### src/design/iat_pkg.sv
`timescale 1ns / 1ps
// ----------------------------------------------------------------------------
// Indent-aware tokenizer package
// Token kinds, byte codes, scan modes, controller commands and keyword table.
// ----------------------------------------------------------------------------
package iat_pkg;

    localparam int MAX_RESULTS = 64;
    localparam int KW_COUNT    = 16;

    typedef logic [5:0]  t_kind;
    typedef logic [23:0] t_off;
    typedef logic [15:0] t_len;
    typedef logic [23:0] t_line;
    typedef logic [7:0]  t_byte;
    typedef logic [6:0]  t_cnt;
    typedef logic [15:0] t_level;

    localparam t_kind K_END       = 6'd0;
    localparam t_kind K_IDENT     = 6'd1;
    localparam t_kind K_NUMBER    = 6'd2;
    localparam t_kind K_STRING    = 6'd3;
    localparam t_kind K_INDENT    = 6'd4;
    localparam t_kind K_DEDENT    = 6'd5;
    localparam t_kind K_IF        = 6'd6;
    localparam t_kind K_ELSE      = 6'd7;
    localparam t_kind K_ELIF      = 6'd8;
    localparam t_kind K_TRUE      = 6'd9;
    localparam t_kind K_FALSE     = 6'd10;
    localparam t_kind K_NONE      = 6'd11;
    localparam t_kind K_AND       = 6'd12;
    localparam t_kind K_OR        = 6'd13;
    localparam t_kind K_NOT       = 6'd14;
    localparam t_kind K_WHILE     = 6'd15;
    localparam t_kind K_FUNCTION  = 6'd16;
    localparam t_kind K_RETURN    = 6'd17;
    localparam t_kind K_BREAK     = 6'd18;
    localparam t_kind K_CONTINUE  = 6'd19;
    localparam t_kind K_LPAREN    = 6'd20;
    localparam t_kind K_RPAREN    = 6'd21;
    localparam t_kind K_COMMA     = 6'd22;
    localparam t_kind K_ASSIGN    = 6'd23;
    localparam t_kind K_EQ        = 6'd24;
    localparam t_kind K_NE        = 6'd25;
    localparam t_kind K_LT        = 6'd26;
    localparam t_kind K_LE        = 6'd27;
    localparam t_kind K_GT        = 6'd28;
    localparam t_kind K_GE        = 6'd29;
    localparam t_kind K_PLUS      = 6'd30;
    localparam t_kind K_MINUS     = 6'd31;
    localparam t_kind K_STAR      = 6'd32;
    localparam t_kind K_SLASH     = 6'd33;
    localparam t_kind K_PERCENT   = 6'd34;
    localparam t_kind K_LBRACK    = 6'd35;
    localparam t_kind K_RBRACK    = 6'd36;
    localparam t_kind K_TOO_DEEP  = 6'd37;
    localparam t_kind K_INCONSIST = 6'd38;
    localparam t_kind K_STRAY     = 6'd39;

    localparam t_byte CH_TAB     = 8'h09;
    localparam t_byte CH_LF      = 8'h0A;
    localparam t_byte CH_CR      = 8'h0D;
    localparam t_byte CH_SPACE   = 8'h20;
    localparam t_byte CH_BANG    = 8'h21;
    localparam t_byte CH_QUOTE   = 8'h22;
    localparam t_byte CH_PERCENT = 8'h25;
    localparam t_byte CH_LPAREN  = 8'h28;
    localparam t_byte CH_RPAREN  = 8'h29;
    localparam t_byte CH_STAR    = 8'h2A;
    localparam t_byte CH_PLUS    = 8'h2B;
    localparam t_byte CH_COMMA   = 8'h2C;
    localparam t_byte CH_MINUS   = 8'h2D;
    localparam t_byte CH_SLASH   = 8'h2F;
    localparam t_byte CH_ZERO    = 8'h30;
    localparam t_byte CH_NINE    = 8'h39;
    localparam t_byte CH_LT      = 8'h3C;
    localparam t_byte CH_EQ      = 8'h3D;
    localparam t_byte CH_GT      = 8'h3E;
    localparam t_byte CH_UP_A    = 8'h41;
    localparam t_byte CH_UP_Z    = 8'h5A;
    localparam t_byte CH_LBRACK  = 8'h5B;
    localparam t_byte CH_RBRACK  = 8'h5D;
    localparam t_byte CH_UNDER   = 8'h5F;
    localparam t_byte CH_LO_A    = 8'h61;
    localparam t_byte CH_LO_Z    = 8'h7A;

    typedef enum logic [2:0] {
        MODE_IDLE,
        MODE_IDENT,
        MODE_NUMBER,
        MODE_STRING,
        MODE_OPER
    } t_mode;

    typedef enum logic [3:0] {
        OP_NONE,
        OP_LOAD,
        OP_SCAN,
        OP_FLUSH,
        OP_END,
        OP_DECIDE,
        OP_WALK,
        OP_WCMP,
        OP_BURST,
        OP_PLAIN,
        OP_FINISH
    } t_op;

    typedef struct packed {
        t_op  op;
        logic adv;
    } t_cmd;

    typedef struct packed {
        logic room;
        logic eos;
        logic halted;
        logic scan_done;
        logic lead;
        logic gt;
        logic lt;
        logic full;
        logic walk_more;
        logic res_ok;
        logic k_zero;
    } t_stat;

    typedef struct packed {
        t_kind kind;
        t_off  offset;
        t_len  length;
        t_line line;
    } t_token;

    typedef struct packed {
        logic [63:0] word;
        logic [3:0]  len;
        t_kind       kind;
    } t_kw;

    localparam t_kw KW_TABLE [KW_COUNT] = '{
        '{64'h6966,             4'd2, K_IF},
        '{64'h656C7365,         4'd4, K_ELSE},
        '{64'h656C6966,         4'd4, K_ELIF},
        '{64'h74727565,         4'd4, K_TRUE},
        '{64'h66616C7365,       4'd5, K_FALSE},
        '{64'h6E6F6E65,         4'd4, K_NONE},
        '{64'h616E64,           4'd3, K_AND},
        '{64'h6F72,             4'd2, K_OR},
        '{64'h6E6F74,           4'd3, K_NOT},
        '{64'h7768696C65,       4'd5, K_WHILE},
        '{64'h66756E6374696F6E, 4'd8, K_FUNCTION},
        '{64'h646566,           4'd3, K_FUNCTION},
        '{64'h66756E,           4'd3, K_FUNCTION},
        '{64'h72657475726E,     4'd6, K_RETURN},
        '{64'h627265616B,       4'd5, K_BREAK},
        '{64'h636F6E74696E7565, 4'd8, K_CONTINUE}
    };

    function automatic logic is_alpha(input t_byte b);
        return (b >= CH_LO_A && b <= CH_LO_Z) || (b >= CH_UP_A && b <= CH_UP_Z) ||
               (b == CH_UNDER);
    endfunction

    function automatic logic is_digit(input t_byte b);
        return b >= CH_ZERO && b <= CH_NINE;
    endfunction

    function automatic t_kind kw_kind(input logic [63:0] prefix, input logic [3:0] len);
        t_kind k;
        k = K_IDENT;
        for (int i = 0; i < KW_COUNT; i++) begin
            if (KW_TABLE[i].len == len && KW_TABLE[i].word == prefix) begin
                k = KW_TABLE[i].kind;
            end
        end
        return k;
    endfunction

    function automatic t_kind single_kind(input t_byte op);
        t_kind k;
        case (op)
            CH_EQ:   k = K_ASSIGN;
            CH_LT:   k = K_LT;
            CH_GT:   k = K_GT;
            default: k = K_STRAY;
        endcase
        return k;
    endfunction

    function automatic t_kind double_kind(input t_byte op);
        t_kind k;
        case (op)
            CH_EQ:   k = K_EQ;
            CH_BANG: k = K_NE;
            CH_LT:   k = K_LE;
            default: k = K_GE;
        endcase
        return k;
    endfunction

    function automatic t_kind punct_kind(input t_byte b);
        t_kind k;
        case (b)
            CH_LPAREN:  k = K_LPAREN;
            CH_RPAREN:  k = K_RPAREN;
            CH_COMMA:   k = K_COMMA;
            CH_PLUS:    k = K_PLUS;
            CH_MINUS:   k = K_MINUS;
            CH_STAR:    k = K_STAR;
            CH_SLASH:   k = K_SLASH;
            CH_PERCENT: k = K_PERCENT;
            CH_LBRACK:  k = K_LBRACK;
            CH_RBRACK:  k = K_RBRACK;
            default:    k = K_STRAY;
        endcase
        return k;
    endfunction

endpackage

### src/design/iat_in_if.sv
`timescale 1ns / 1ps
// ----------------------------------------------------------------------------
// Tokenizer source channel
// Valid/ready channel carrying one source byte or the end marker per word.
// ----------------------------------------------------------------------------
interface iat_in_if;
    logic                valid;
    logic                ready;
    iat_pkg::t_byte      source_byte;
    logic                end_of_source;

    modport source (output valid, output source_byte, output end_of_source, input ready);
    modport sink   (input valid, input source_byte, input end_of_source, output ready);
endinterface

### src/design/iat_out_if.sv
`timescale 1ns / 1ps
// ----------------------------------------------------------------------------
// Tokenizer token channel
// Valid/ready channel carrying one token per word.
// ----------------------------------------------------------------------------
interface iat_out_if;
    logic                valid;
    logic                ready;
    iat_pkg::t_kind      token_kind;
    iat_pkg::t_off       token_offset;
    iat_pkg::t_len       token_length;
    iat_pkg::t_line      token_line;
    logic                last_of_run;

    modport source (output valid, output token_kind, output token_offset,
                    output token_length, output token_line, output last_of_run,
                    input ready);
    modport sink   (input valid, input token_kind, input token_offset,
                    input token_length, input token_line, input last_of_run,
                    output ready);
endinterface

### src/design/iat_ctrl.sv
`timescale 1ns / 1ps
// ----------------------------------------------------------------------------
// Tokenizer controller
// Sequences load, scan, end marker, indent decision, stack walk, dedent burst, classify and finish steps.
// ----------------------------------------------------------------------------
module iat_ctrl (
    input  logic            i_clk,
    input  logic            i_rst_n,
    input  logic            i_in_valid,
    output logic            o_in_ready,
    input  iat_pkg::t_stat  i_stat,
    output iat_pkg::t_cmd   o_cmd
);

    typedef enum logic [3:0] {
        S_IDLE,
        S_SCAN,
        S_END,
        S_DECIDE,
        S_WALK,
        S_WCMP,
        S_BURST,
        S_PLAIN,
        S_FIN
    } t_state;

    t_state r_state, n_state;
    logic   r_adv, n_adv;

    assign o_in_ready = (r_state == S_IDLE);

    always_comb begin
        n_state   = r_state;
        n_adv     = r_adv;
        o_cmd.op  = iat_pkg::OP_NONE;
        o_cmd.adv = r_adv;
        case (r_state)
            S_IDLE: begin
                if (i_in_valid) begin
                    o_cmd.op = iat_pkg::OP_LOAD;
                    n_state  = S_SCAN;
                end
            end
            S_SCAN: begin
                if (i_stat.room) begin
                    if (i_stat.eos) begin
                        o_cmd.op = iat_pkg::OP_FLUSH;
                        n_adv    = 1'b0;
                        n_state  = S_END;
                    end else if (i_stat.halted) begin
                        n_adv   = 1'b0;
                        n_state = S_FIN;
                    end else begin
                        o_cmd.op = iat_pkg::OP_SCAN;
                        n_adv    = 1'b1;
                        if (i_stat.scan_done) begin
                            n_state = S_FIN;
                        end else if (i_stat.lead) begin
                            n_state = S_DECIDE;
                        end else begin
                            n_state = S_PLAIN;
                        end
                    end
                end
            end
            S_END: begin
                if (i_stat.room) begin
                    o_cmd.op = iat_pkg::OP_END;
                    n_state  = S_FIN;
                end
            end
            S_DECIDE: begin
                if (i_stat.room) begin
                    o_cmd.op = iat_pkg::OP_DECIDE;
                    if (i_stat.lt) begin
                        n_state = S_WALK;
                    end else if (i_stat.gt && i_stat.full) begin
                        n_state = S_FIN;
                    end else begin
                        n_state = S_PLAIN;
                    end
                end
            end
            S_WALK: begin
                o_cmd.op = iat_pkg::OP_WALK;
                n_state  = S_WCMP;
            end
            S_WCMP: begin
                if (i_stat.room) begin
                    o_cmd.op = iat_pkg::OP_WCMP;
                    if (i_stat.walk_more) begin
                        n_state = S_WALK;
                    end else if (!i_stat.res_ok) begin
                        n_state = S_FIN;
                    end else begin
                        n_state = S_BURST;
                    end
                end
            end
            S_BURST: begin
                if (i_stat.k_zero) begin
                    n_state = S_PLAIN;
                end else if (i_stat.room) begin
                    o_cmd.op = iat_pkg::OP_BURST;
                end
            end
            S_PLAIN: begin
                if (i_stat.room) begin
                    o_cmd.op = iat_pkg::OP_PLAIN;
                    n_state  = S_FIN;
                end
            end
            S_FIN: begin
                if (i_stat.room) begin
                    o_cmd.op = iat_pkg::OP_FINISH;
                    n_state  = S_IDLE;
                end
            end
            default: n_state = S_IDLE;
        endcase
    end

    always_ff @(posedge i_clk) begin
        if (!i_rst_n) begin
            r_state <= S_IDLE;
            r_adv   <= 1'b0;
        end else begin
            r_state <= n_state;
            r_adv   <= n_adv;
        end
    end

    a_walk_follows: assert property (@(posedge i_clk) disable iff (!i_rst_n)
        (r_state == S_WALK) |=> (r_state == S_WCMP))
        else $error("stack read not followed by compare");

    a_no_accept_busy: assert property (@(posedge i_clk) disable iff (!i_rst_n)
        (o_cmd.op == iat_pkg::OP_LOAD) |=> !o_in_ready)
        else $error("input taken while a word is in progress");

    a_finish_idle: assert property (@(posedge i_clk) disable iff (!i_rst_n)
        (o_cmd.op == iat_pkg::OP_FINISH) |=> o_in_ready)
        else $error("finish step did not return to idle");

endmodule

### src/design/iat_dp.sv
`timescale 1ns / 1ps
// ----------------------------------------------------------------------------
// Tokenizer datapath
// Scan state, indentation stack memory, token hold stage and output register.
// ----------------------------------------------------------------------------
module iat_dp #(
    parameter int INDENT_DEPTH = 64,
    parameter int OFFSET_BITS  = 24,
    parameter int LENGTH_BITS  = 16,
    parameter int LINE_BITS    = 24
) (
    input  logic              i_clk,
    input  logic              i_rst_n,
    input  iat_pkg::t_cmd     i_cmd,
    output iat_pkg::t_stat    o_stat,
    input  iat_pkg::t_byte    i_byte,
    input  logic              i_eos,
    iat_out_if.source         o_out
);

    localparam int DW = $clog2(INDENT_DEPTH + 1);
    localparam int AW = $clog2(INDENT_DEPTH);

    iat_pkg::t_byte          r_byte, n_byte;
    logic                    r_eos, n_eos;
    iat_pkg::t_mode          r_mode, n_mode;
    iat_pkg::t_byte          r_op_byte, n_op_byte;
    logic [63:0]             r_prefix, n_prefix;
    logic [OFFSET_BITS-1:0]  r_start, n_start;
    logic [LENGTH_BITS-1:0]  r_size, n_size;
    logic [OFFSET_BITS-1:0]  r_pos, n_pos;
    logic [LINE_BITS-1:0]    r_line, n_line;
    logic                    r_lstart, n_lstart;
    iat_pkg::t_level         r_space, n_space;
    logic                    r_halted, n_halted;
    logic [DW-1:0]           r_depth, n_depth;
    logic [DW-1:0]           r_t, n_t;
    logic [DW-1:0]           r_k, n_k;
    iat_pkg::t_cnt           r_cnt, n_cnt;

    iat_pkg::t_level         r_mem [INDENT_DEPTH];
    iat_pkg::t_level         r_rd;
    logic                    r_rd_zero;
    logic                    mem_we;
    logic                    rd_en;
    logic [DW-1:0]           rd_addr;
    iat_pkg::t_level         level;

    iat_pkg::t_token         r_hold, n_hold;
    logic                    r_hold_v, n_hold_v;
    iat_pkg::t_token         r_out;
    logic                    r_out_v;
    logic                    r_out_last;
    logic                    push;
    logic                    push_last;
    logic                    out_free;

    logic                    e_want;
    logic                    emit_fire;
    iat_pkg::t_kind          e_kind;
    logic [OFFSET_BITS-1:0]  e_off;
    logic [LENGTH_BITS-1:0]  e_len;
    iat_pkg::t_kind          flush_kind;
    logic                    more;

    logic [OFFSET_BITS-1:0]  pos_inc;
    logic [LENGTH_BITS-1:0]  size_inc;
    logic [LINE_BITS-1:0]    line_inc;
    iat_pkg::t_level         space_inc;

    assign pos_inc   = (r_pos == '1) ? r_pos : r_pos + 1'b1;
    assign size_inc  = (r_size == '1) ? r_size : r_size + 1'b1;
    assign line_inc  = (r_line == '1) ? r_line : r_line + 1'b1;
    assign space_inc = (r_space == '1) ? r_space : r_space + 1'b1;

    assign level    = r_rd_zero ? '0 : r_rd;
    assign out_free = !r_out_v || o_out.ready;

    assign more = (r_mode == iat_pkg::MODE_IDENT)
                ? (iat_pkg::is_alpha(r_byte) || iat_pkg::is_digit(r_byte))
                : iat_pkg::is_digit(r_byte);

    always_comb begin
        case (r_mode)
            iat_pkg::MODE_IDENT:
                flush_kind = iat_pkg::kw_kind(r_prefix,
                    (r_size <= LENGTH_BITS'(8)) ? r_size[3:0] : 4'd0);
            iat_pkg::MODE_NUMBER: flush_kind = iat_pkg::K_NUMBER;
            iat_pkg::MODE_STRING: flush_kind = iat_pkg::K_STRING;
            default:              flush_kind = iat_pkg::single_kind(r_op_byte);
        endcase
    end

    always_comb begin
        o_stat.room      = !r_hold_v || out_free;
        o_stat.eos       = r_eos;
        o_stat.halted    = r_halted;
        o_stat.scan_done = 1'b0;
        o_stat.lead      = 1'b0;
        case (r_mode)
            iat_pkg::MODE_IDENT, iat_pkg::MODE_NUMBER: o_stat.scan_done = more;
            iat_pkg::MODE_STRING: o_stat.scan_done = 1'b1;
            iat_pkg::MODE_OPER:   o_stat.scan_done = (r_byte == iat_pkg::CH_EQ);
            default: begin
                if (r_lstart) begin
                    if (r_byte == iat_pkg::CH_SPACE || r_byte == iat_pkg::CH_LF) begin
                        o_stat.scan_done = 1'b1;
                    end else begin
                        o_stat.lead = 1'b1;
                    end
                end
            end
        endcase
        o_stat.gt        = r_space > level;
        o_stat.lt        = r_space < level;
        o_stat.full      = r_depth >= DW'(INDENT_DEPTH);
        o_stat.walk_more = (r_t != DW'(1)) && (r_space < level);
        o_stat.res_ok    = r_space == level;
        o_stat.k_zero    = r_k == '0;
    end

    always_comb begin
        n_byte    = r_byte;
        n_eos     = r_eos;
        n_mode    = r_mode;
        n_op_byte = r_op_byte;
        n_prefix  = r_prefix;
        n_start   = r_start;
        n_size    = r_size;
        n_pos     = r_pos;
        n_line    = r_line;
        n_lstart  = r_lstart;
        n_space   = r_space;
        n_halted  = r_halted;
        n_depth   = r_depth;
        n_t       = r_t;
        n_k       = r_k;
        n_cnt     = r_cnt;
        n_hold    = r_hold;
        n_hold_v  = r_hold_v;
        e_want    = 1'b0;
        e_kind    = iat_pkg::K_END;
        e_off     = r_start;
        e_len     = r_size;
        mem_we    = 1'b0;
        rd_en     = 1'b0;
        rd_addr   = r_depth - 1'b1;
        push      = 1'b0;
        push_last = 1'b0;
        case (i_cmd.op)
            iat_pkg::OP_LOAD: begin
                n_byte = i_byte;
                n_eos  = i_eos;
                n_cnt  = '0;
            end
            iat_pkg::OP_SCAN: begin
                case (r_mode)
                    iat_pkg::MODE_IDENT, iat_pkg::MODE_NUMBER: begin
                        if (more) begin
                            if (r_mode == iat_pkg::MODE_IDENT && r_size < LENGTH_BITS'(8)) begin
                                n_prefix = {r_prefix[55:0], r_byte};
                            end
                            n_size = size_inc;
                        end else begin
                            e_want = 1'b1;
                            e_kind = flush_kind;
                            n_mode = iat_pkg::MODE_IDLE;
                        end
                    end
                    iat_pkg::MODE_STRING: begin
                        n_size = size_inc;
                        if (r_byte == iat_pkg::CH_QUOTE) begin
                            e_want = 1'b1;
                            e_kind = iat_pkg::K_STRING;
                            e_len  = size_inc;
                            n_mode = iat_pkg::MODE_IDLE;
                        end else if (r_byte == iat_pkg::CH_LF) begin
                            n_line = line_inc;
                        end
                    end
                    iat_pkg::MODE_OPER: begin
                        e_want = 1'b1;
                        n_mode = iat_pkg::MODE_IDLE;
                        if (r_byte == iat_pkg::CH_EQ) begin
                            n_size = LENGTH_BITS'(2);
                            e_kind = iat_pkg::double_kind(r_op_byte);
                            e_len  = LENGTH_BITS'(2);
                        end else begin
                            e_kind = flush_kind;
                        end
                    end
                    default: begin
                        if (r_lstart) begin
                            if (r_byte == iat_pkg::CH_SPACE) begin
                                n_space = space_inc;
                                n_size  = size_inc;
                            end else if (r_byte == iat_pkg::CH_LF) begin
                                n_line  = line_inc;
                                n_space = '0;
                                n_start = pos_inc;
                                n_size  = '0;
                            end else begin
                                n_lstart = 1'b0;
                                rd_en    = 1'b1;
                            end
                        end
                    end
                endcase
            end
            iat_pkg::OP_FLUSH: begin
                if (!r_halted && r_mode != iat_pkg::MODE_IDLE) begin
                    e_want = 1'b1;
                    e_kind = flush_kind;
                end
            end
            iat_pkg::OP_END: begin
                e_want    = 1'b1;
                e_kind    = iat_pkg::K_END;
                e_off     = r_pos;
                e_len     = '0;
                n_mode    = iat_pkg::MODE_IDLE;
                n_op_byte = '0;
                n_prefix  = '0;
                n_start   = '0;
                n_size    = '0;
                n_pos     = '0;
                n_line    = LINE_BITS'(1);
                n_lstart  = 1'b1;
                n_space   = '0;
                n_halted  = 1'b0;
                n_depth   = DW'(1);
            end
            iat_pkg::OP_DECIDE: begin
                if (r_space > level) begin
                    e_want = 1'b1;
                    if (r_depth >= DW'(INDENT_DEPTH)) begin
                        e_kind   = iat_pkg::K_TOO_DEEP;
                        n_halted = 1'b1;
                    end else begin
                        e_kind  = iat_pkg::K_INDENT;
                        mem_we  = 1'b1;
                        n_depth = r_depth + 1'b1;
                    end
                end else if (r_space < level) begin
                    n_t = r_depth - 1'b1;
                end
            end
            iat_pkg::OP_WALK: begin
                rd_en   = 1'b1;
                rd_addr = r_t - 1'b1;
            end
            iat_pkg::OP_WCMP: begin
                if (r_t != DW'(1) && r_space < level) begin
                    n_t = r_t - 1'b1;
                end else if (r_space != level) begin
                    e_want   = 1'b1;
                    e_kind   = iat_pkg::K_INCONSIST;
                    n_halted = 1'b1;
                end else begin
                    e_want  = 1'b1;
                    e_kind  = iat_pkg::K_DEDENT;
                    n_depth = r_t;
                    n_k     = r_depth - r_t - 1'b1;
                end
            end
            iat_pkg::OP_BURST: begin
                e_want = 1'b1;
                e_kind = iat_pkg::K_DEDENT;
                e_off  = r_pos;
                e_len  = '0;
                n_k    = r_k - 1'b1;
            end
            iat_pkg::OP_PLAIN: begin
                if (r_byte == iat_pkg::CH_SPACE || r_byte == iat_pkg::CH_TAB ||
                    r_byte == iat_pkg::CH_CR) begin
                    n_mode = r_mode;
                end else if (r_byte == iat_pkg::CH_LF) begin
                    n_line   = line_inc;
                    n_lstart = 1'b1;
                    n_space  = '0;
                    n_start  = pos_inc;
                    n_size   = '0;
                end else if (iat_pkg::is_alpha(r_byte)) begin
                    n_mode   = iat_pkg::MODE_IDENT;
                    n_start  = r_pos;
                    n_size   = LENGTH_BITS'(1);
                    n_prefix = 64'(r_byte);
                end else if (iat_pkg::is_digit(r_byte)) begin
                    n_mode  = iat_pkg::MODE_NUMBER;
                    n_start = r_pos;
                    n_size  = LENGTH_BITS'(1);
                end else if (r_byte == iat_pkg::CH_QUOTE) begin
                    n_mode  = iat_pkg::MODE_STRING;
                    n_start = r_pos;
                    n_size  = LENGTH_BITS'(1);
                end else if (r_byte == iat_pkg::CH_EQ || r_byte == iat_pkg::CH_BANG ||
                             r_byte == iat_pkg::CH_LT || r_byte == iat_pkg::CH_GT) begin
                    n_mode    = iat_pkg::MODE_OPER;
                    n_start   = r_pos;
                    n_size    = LENGTH_BITS'(1);
                    n_op_byte = r_byte;
                end else begin
                    e_want = 1'b1;
                    e_kind = iat_pkg::punct_kind(r_byte);
                    e_off  = r_pos;
                    e_len  = LENGTH_BITS'(1);
                end
            end
            iat_pkg::OP_FINISH: begin
                if (r_hold_v) begin
                    push      = 1'b1;
                    push_last = 1'b1;
                    n_hold_v  = 1'b0;
                end
                if (i_cmd.adv) begin
                    n_pos = pos_inc;
                end
            end
            default: n_cnt = r_cnt;
        endcase

        emit_fire = e_want && (r_cnt < iat_pkg::t_cnt'(iat_pkg::MAX_RESULTS));
        if (emit_fire) begin
            n_cnt       = r_cnt + 1'b1;
            push        = r_hold_v;
            n_hold_v    = 1'b1;
            n_hold.kind   = e_kind;
            n_hold.offset = iat_pkg::t_off'(e_off);
            n_hold.length = iat_pkg::t_len'(e_len);
            n_hold.line   = iat_pkg::t_line'(r_line);
        end
    end

    always_ff @(posedge i_clk) begin
        if (mem_we) begin
            r_mem[r_depth[AW-1:0]] <= r_space;
        end
        if (rd_en) begin
            r_rd      <= r_mem[rd_addr[AW-1:0]];
            r_rd_zero <= (rd_addr == '0);
        end
    end

    always_ff @(posedge i_clk) begin
        r_byte    <= n_byte;
        r_eos     <= n_eos;
        r_op_byte <= n_op_byte;
        r_t       <= n_t;
        r_k       <= n_k;
        r_hold    <= n_hold;
        if (push) begin
            r_out      <= r_hold;
            r_out_last <= push_last;
        end
        if (!i_rst_n) begin
            r_mode   <= iat_pkg::MODE_IDLE;
            r_prefix <= '0;
            r_start  <= '0;
            r_size   <= '0;
            r_pos    <= '0;
            r_line   <= LINE_BITS'(1);
            r_lstart <= 1'b1;
            r_space  <= '0;
            r_halted <= 1'b0;
            r_depth  <= DW'(1);
            r_cnt    <= '0;
            r_hold_v <= 1'b0;
            r_out_v  <= 1'b0;
        end else begin
            r_mode   <= n_mode;
            r_prefix <= n_prefix;
            r_start  <= n_start;
            r_size   <= n_size;
            r_pos    <= n_pos;
            r_line   <= n_line;
            r_lstart <= n_lstart;
            r_space  <= n_space;
            r_halted <= n_halted;
            r_depth  <= n_depth;
            r_cnt    <= n_cnt;
            r_hold_v <= n_hold_v;
            if (push) begin
                r_out_v <= 1'b1;
            end else if (o_out.ready) begin
                r_out_v <= 1'b0;
            end
        end
    end

    assign o_out.valid        = r_out_v;
    assign o_out.token_kind   = r_out.kind;
    assign o_out.token_offset = r_out.offset;
    assign o_out.token_length = r_out.length;
    assign o_out.token_line   = r_out.line;
    assign o_out.last_of_run  = r_out_last;

    a_no_overwrite: assert property (@(posedge i_clk) disable iff (!i_rst_n)
        push |-> out_free)
        else $error("token pushed over a stalled output word");

    a_depth_range: assert property (@(posedge i_clk) disable iff (!i_rst_n)
        1'b1 |-> (r_depth != '0 && r_depth <= DW'(INDENT_DEPTH)))
        else $error("indent depth out of range");

    a_cnt_cap: assert property (@(posedge i_clk) disable iff (!i_rst_n)
        1'b1 |-> (r_cnt <= iat_pkg::t_cnt'(iat_pkg::MAX_RESULTS)))
        else $error("token count per word over cap");

    a_finish_drains: assert property (@(posedge i_clk) disable iff (!i_rst_n)
        (i_cmd.op == iat_pkg::OP_FINISH) |=> !r_hold_v)
        else $error("held token left after finish");

endmodule

### src/design/indent_aware_tokenizer_top.sv
`timescale 1ns / 1ps
// ----------------------------------------------------------------------------
// Indent-aware tokenizer
// Streaming lexer for indentation-structured source text.
//
// i_in carries one source byte, or the end marker, per word; o_out carries
// one token per word, and last_of_run flags the final token of each input
// word. Inputs that produce no token produce no output word.
// A byte that opens or ends a token passes through load, scan, classify and
// finish before the next ready. A byte that extends an open token or
// string, a leading space or newline, and any byte while halted skip the
// classify step. The first visible byte of a line adds an indent decision
// step on the indent stack read; a dedent adds a read and a compare step per
// stack level walked, a burst step per extra DEDENT and a step to leave the
// burst. The end marker takes load, scan, end and finish. The controller
// handles one word at a time; the registered stack read sets the walk rate.
// Tokens pass through a hold stage and an output register; when o_out is
// stalled the block finishes its current word up to the point where both
// are full, then waits. Reset empties both stages and returns the scanner to
// line one, offset zero, one indentation level; no memory clearing is needed.
// ----------------------------------------------------------------------------
module indent_aware_tokenizer_top #(
    parameter int INDENT_DEPTH = 64,
    parameter int OFFSET_BITS  = 24,
    parameter int LENGTH_BITS  = 16,
    parameter int LINE_BITS    = 24
) (
    input  logic      i_clk,
    input  logic      i_rst_n,
    iat_in_if.sink    i_in,
    iat_out_if.source o_out
);

    iat_pkg::t_cmd  cmd;
    iat_pkg::t_stat stat;
    logic           in_ready;

    assign i_in.ready = in_ready;

    iat_ctrl u_ctrl (
        .i_clk      (i_clk),
        .i_rst_n    (i_rst_n),
        .i_in_valid (i_in.valid),
        .o_in_ready (in_ready),
        .i_stat     (stat),
        .o_cmd      (cmd)
    );

    iat_dp #(
        .INDENT_DEPTH (INDENT_DEPTH),
        .OFFSET_BITS  (OFFSET_BITS),
        .LENGTH_BITS  (LENGTH_BITS),
        .LINE_BITS    (LINE_BITS)
    ) u_dp (
        .i_clk   (i_clk),
        .i_rst_n (i_rst_n),
        .i_cmd   (cmd),
        .o_stat  (stat),
        .i_byte  (i_in.source_byte),
        .i_eos   (i_in.end_of_source),
        .o_out   (o_out)
    );

endmodule

### src/flat_wrapper.sv
// flat-port wrapper written by rule: the top's interface ports become plain ports
module indent_aware_tokenizer_top_flat 
#(
    parameter int INDENT_DEPTH = 64,
    parameter int OFFSET_BITS  = 24,
    parameter int LENGTH_BITS  = 16,
    parameter int LINE_BITS    = 24
)
  (i_clk, i_rst_n, i_in_valid, i_in_source_byte, i_in_end_of_source, i_in_ready, o_out_valid, o_out_token_kind, o_out_token_offset, o_out_token_length, o_out_token_line, o_out_last_of_run, o_out_ready);
  iat_in_if i_in_i ();
  iat_out_if o_out_i ();
  input  logic i_clk;
  input  logic i_rst_n;
  input wire logic [$bits(i_in_i.valid)-1:0] i_in_valid;
  input wire logic [$bits(i_in_i.source_byte)-1:0] i_in_source_byte;
  input wire logic [$bits(i_in_i.end_of_source)-1:0] i_in_end_of_source;
  output wire logic [$bits(i_in_i.ready)-1:0] i_in_ready;
  output wire logic [$bits(o_out_i.valid)-1:0] o_out_valid;
  output wire logic [$bits(o_out_i.token_kind)-1:0] o_out_token_kind;
  output wire logic [$bits(o_out_i.token_offset)-1:0] o_out_token_offset;
  output wire logic [$bits(o_out_i.token_length)-1:0] o_out_token_length;
  output wire logic [$bits(o_out_i.token_line)-1:0] o_out_token_line;
  output wire logic [$bits(o_out_i.last_of_run)-1:0] o_out_last_of_run;
  input wire logic [$bits(o_out_i.ready)-1:0] o_out_ready;
  assign i_in_i.valid = i_in_valid;
  assign i_in_i.source_byte = i_in_source_byte;
  assign i_in_i.end_of_source = i_in_end_of_source;
  assign i_in_ready = i_in_i.ready;
  assign o_out_valid = o_out_i.valid;
  assign o_out_token_kind = o_out_i.token_kind;
  assign o_out_token_offset = o_out_i.token_offset;
  assign o_out_token_length = o_out_i.token_length;
  assign o_out_token_line = o_out_i.token_line;
  assign o_out_last_of_run = o_out_i.last_of_run;
  assign o_out_i.ready = o_out_ready;
  indent_aware_tokenizer_top #(.INDENT_DEPTH(INDENT_DEPTH), .OFFSET_BITS(OFFSET_BITS), .LENGTH_BITS(LENGTH_BITS), .LINE_BITS(LINE_BITS)) u_core (.i_clk(i_clk), .i_rst_n(i_rst_n), .i_in(i_in_i), .o_out(o_out_i));
endmodule
### config.mk
export PLATFORM = sky130hd
export DESIGN_NAME = indent_aware_tokenizer_top_flat
export DESIGN_NICKNAME = d
export VERILOG_FILES = /design/src/design/iat_pkg.sv /design/src/design/iat_in_if.sv /design/src/design/iat_out_if.sv /design/src/design/iat_ctrl.sv /design/src/design/iat_dp.sv /design/src/design/indent_aware_tokenizer_top.sv /design/src/flat_wrapper.sv
export SDC_FILE = /design/constraint.sdc
export NUM_CORES = 2
export LEC_CHECK = 0
export BUFFER_PORTS_ARGS = -buffer_cell sky130_fd_sc_hd__buf_2
export CAP_MARGIN = 20
export CORE_ASPECT_RATIO = 1.4
export CORE_MARGIN = 10
export CORE_UTILIZATION = 55
export DETAILED_ROUTE_END_ITERATION = 6
export GPL_ROUTABILITY_DRIVEN = 0
export PLACE_DENSITY = 0.71
export SYNTH_ARGS = -nofsm -noshare
export SYNTH_HDL_FRONTEND = slang
export SYNTH_SLANG_ARGS = --single-unit
### constraint.sdc
create_clock -name i_clk -period 9.4 [get_ports i_clk]
set_input_delay 1.88 -clock i_clk [delete_from_list [all_inputs] [get_ports i_clk]]
set_output_delay 1.88 -clock i_clk [all_outputs]
set_load 0.01 [all_outputs]
==> reports/metrics.csv <==
metric,value,unit
PwrDens,249,nW/µm²
RSZ-0062 raised after global routing,false,
"Reg clk slew, reported paths",60,ps
Nets,4966,
slew margin rel.,0.253,
full die area,123000,µm²
Routed Wire Length,173,mm
layout cells sized above 1,0.100,
maximum vdd drop,0.211,mV
largest net degree at the start of global routing,197,
GRT met2 Usage,0.466,
status,"finished, final reports clean",
share of the synthesized area in the top cell type,0.605,
drc violations,0,
Avg Synthesized Cell Area,12.2,µm²
clk buf depth,3,
Worst Max-Slew Pin Slew,1120,ps
Tmin final,6650,ps
Synth cell types,91,
DRT antenna net count,0,
worst skew pair latency,760,ps
register area share after synthesis,0.670,
r2r endpoint,u_core.u_dp.r_rd[5],
CTS Sinks,1407,
synthesized area,60200,µm²
Post-synth EDFFs,1213,
final worst-path cycle share,0.708,
RR Startpoint,u_core.u_ctrl.r_state[3],
Syn Inst Count,4938,
Synth-to-Final Area Change,10.3,%
global route hottest layer,met2,
Setup crit start,o_out_ready,
R2R Setup Slk,3330,ps
Min-Delay Path Class,reg2reg,
Critical Path RT,10020,ps
number of global-route vias before repair,41300,
Initial DRC Count,5551,
R2R cell count,10,
Buffers on Ports,85,
Top-Level Pins,86,
clock root cell,clkbuf_16,
CP max FO,169,
first drt pass iteration count,6,
gr ovfl total,0,
Core Region,109000,µm²
Place WS,2100,ps
global-route wire length before repair,258,mm
Vias per Instance,6.63,
FMAX,150,MHz
final hold vios,0,
die height,411,µm
placement row count,143,
crit path to,u_core.u_dp.r_rd[5],
data arrival time of the critical path,7270,ps
clk_skew,24.8,ps
cell accounting for the most synthesized area,edfxtp_1,
H-tree depth,4,
post-CTS setup buffers,0,
fin worst setup slack,2750,ps
initial antenna violation count,4,
DR WL/cell,26.8,µm
"Net Count, Synth",4987,
hold path cells,0,
Setup-failing EPs final,0,
clock tree from TritonCTS,built,
Max-cap violations,0,
starting density of the core,0.554,
Crit. End Element,flip-flop,
Final Core Density,0.611,
detailed-route via count,42900,
met1 Use GR,0.326,
global routing usage on met3,0.0516,
hpwl dp,102,mm
setup TNS,0,ps
P_leak,21.8,nW
Startpoint Class,primary input,
fraction of registers with async set/reset,0,
Design Power,16.5,mW
CP Class,in2reg,
Num CTS Buffers,130,
cts repair resizes,0,
Yosys warnings,0,
Max Slew Vio Count,0,
"Top FF cell, synth",edfxtp_1,
register bit total from synthesis,1407,
All-Layer GR Usage,0.274,
"Hold-fix buffers, CTS",0,
ranking of synthesized cells by area,"edfxtp_1, dfxtp_1, nand2_1, a21oi_1, nand3_1",
Horiz. Die Dim,300,µm
==> critical path, stage by stage <==
cell and delay (ps):
buf_2 100, and3b_1 300, a2111o_1 500, a21oi_2 590
nand3_4 860, nand2_8 950, buf_12 640, nand2_1 130
a32o_1 290, o41ai_1 610, or4_1 200
==> layer usage <==
| metal | up-vias | wire length (µm) |
|---|---|---|
| li1 | 18900 | - |
| met1 | 21100 | 61900 |
| met2 | 2336 | 85600 |
| met3 | 512 | 15000 |
| met4 | 6 | 10500 |
| met5 | - | 37 |
==> cells by family after synthesis <==
| logic type | after synthesis | synth area share |
|---|---|---|
| AO/OA/AOI/OAI | 1155 | 0.126 |
| XOR/XNOR | 50 | 0.00727 |
| adder cells (fa/ha/maj) | 36 | 0.00761 |
| buffers and inverters | 409 | 0.0281 |
| flip-flops | 1407 | 0.670 |
| multiplexers | 53 | 0.00956 |
| AND/OR/NAND/NOR | 1828 | 0.152 |
==> final cells by class <==
| class | instances | area [µm²] |
|---|---|---|
| Inverter | 47 | 179 |
| Sequential cell | 1407 | 40300 |
| Clock inverter | 58 | 464 |
| Timing Repair Buffer | 209 | 1540 |
| Clock buffer | 171 | 3670 |
| Tap cell | 1450 | 1810 |
| Antenna cell | 1 | 2.50 |
| Fill cell | 8341 | 42200 |
| Multi-Input combinational cell | 3122 | 18400 |
==> cells in the mapped netlist (16+ instances only) <==
master / count
a211oi_1: 175
a21boi_0: 24
a21o_1: 30
a21oi_1: 330
a22oi_1: 48
a311o_1: 33
a311oi_1: 19
a31oi_1: 68
a32o_1: 20
and2_1: 22
and3_1: 234
buf_2: 71
clkbuf_1: 261
dfxtp_1: 194
edfxtp_1: 1213
ha_1: 35
inv_1: 47
mux2_2: 33
mux2i_1: 19
nand2_1: 569
nand2b_1: 37
nand3_1: 319
nand4_1: 74
nor2_1: 249
nor3_1: 79
nor4_1: 82
o21ai_0: 226
o31ai_1: 33
or3_1: 29
or4_1: 34
xnor2_1: 34
xor2_1: 16
==> per-stage QoR <==
stage          hold WS (ps)  cells  area (µm²)
3_3_place_gp            401   6228       62100
6_report                405   6465       66400
3_5_place_dp            405   6230       62200
4_1_cts                 404   6459       66300
5_1_grt                 416   6464       66400
2_1_floorplan           400   4938       60200
==> layout by cell type (no fill, tap or decap), types with 22 or more instances in the layout <==
cell,Yosys,routed
nor4_1,82,80
mux2_2,33,33
a311o_1,33,33
dfxtp_1,194,178
nand2_1,569,567
clkbuf_1,261,26
edfxtp_1,1213,1213
buf_2,71,86
o21ai_0,226,225
a21boi_0,24,24
a31oi_1,68,68
a211oi_1,175,175
o31ai_1,33,33
a22oi_1,48,48
inv_1,47,46
a21o_1,30,30
nand4_1,74,74
nor3_1,79,73
nand3_1,319,318
ha_1,35,35
or3_1,29,28
clkbuf_16,0,140
a21oi_1,330,329
nand2b_1,37,37
buf_4,12,109
nor2_1,249,234
and3_1,234,234
xnor2_1,34,34
or4_1,34,34
clkinv_1,0,22
==> report_power, final <==
group	leakage (nW)	switching [mW]	internal [mW]
combinational	8.02	2.94	1.16
sequential	11.8	0.252	6.98
clock	2.03	2.26	2.92
==> worst min path at each step <==
stage / startpoint / to / slack [ps]
floorplan: u_core.u_dp.r_hold[64] / u_core.u_dp.o_out.token_kind[0] / 400
global placement: u_core.u_dp.r_hold[50] / u_core.u_dp.o_out.token_offset[10] / 400
detailed placement: u_core.u_dp.r_hold[66] / u_core.u_dp.o_out.token_kind[2] / 400
CTS: u_core.u_dp.r_hold[9] / u_core.u_dp.o_out.token_line[9] / 400
global route: u_core.u_dp.r_hold[56] / u_core.u_dp.o_out.token_offset[16] / 420
finish: u_core.u_dp.r_hold[56] / u_core.u_dp.o_out.token_offset[16] / 410
==> registers in the layout, summed over array words and instances (netlist names), 3 cells and up <==
name	flops
u_core.u_dp.r_cnt	7
u_core.u_dp.o_out.token_kind	6
u_core.u_dp.o_out.token_line	24
u_core.u_dp.r_t	7
u_core.u_dp.r_start	24
u_core.u_ctrl.r_state	4
u_core.u_dp.r_prefix	64
u_core.u_dp.o_out.token_offset	24
u_core.u_dp.r_byte	8
u_core.u_dp.r_size	16
u_core.u_dp.r_depth	7
u_core.u_dp.r_space	16
u_core.u_dp.r_pos	24
u_core.u_dp.r_op_byte	8
u_core.u_dp.r_rd	16
u_core.u_dp.r_mode	3
u_core.u_dp.r_hold	70
u_core.u_dp.r_mem	1024
u_core.u_dp.o_out.token_length	16
u_core.u_dp.r_line	24
u_core.u_dp.r_k	7
(Power assumes the default switching activity.)
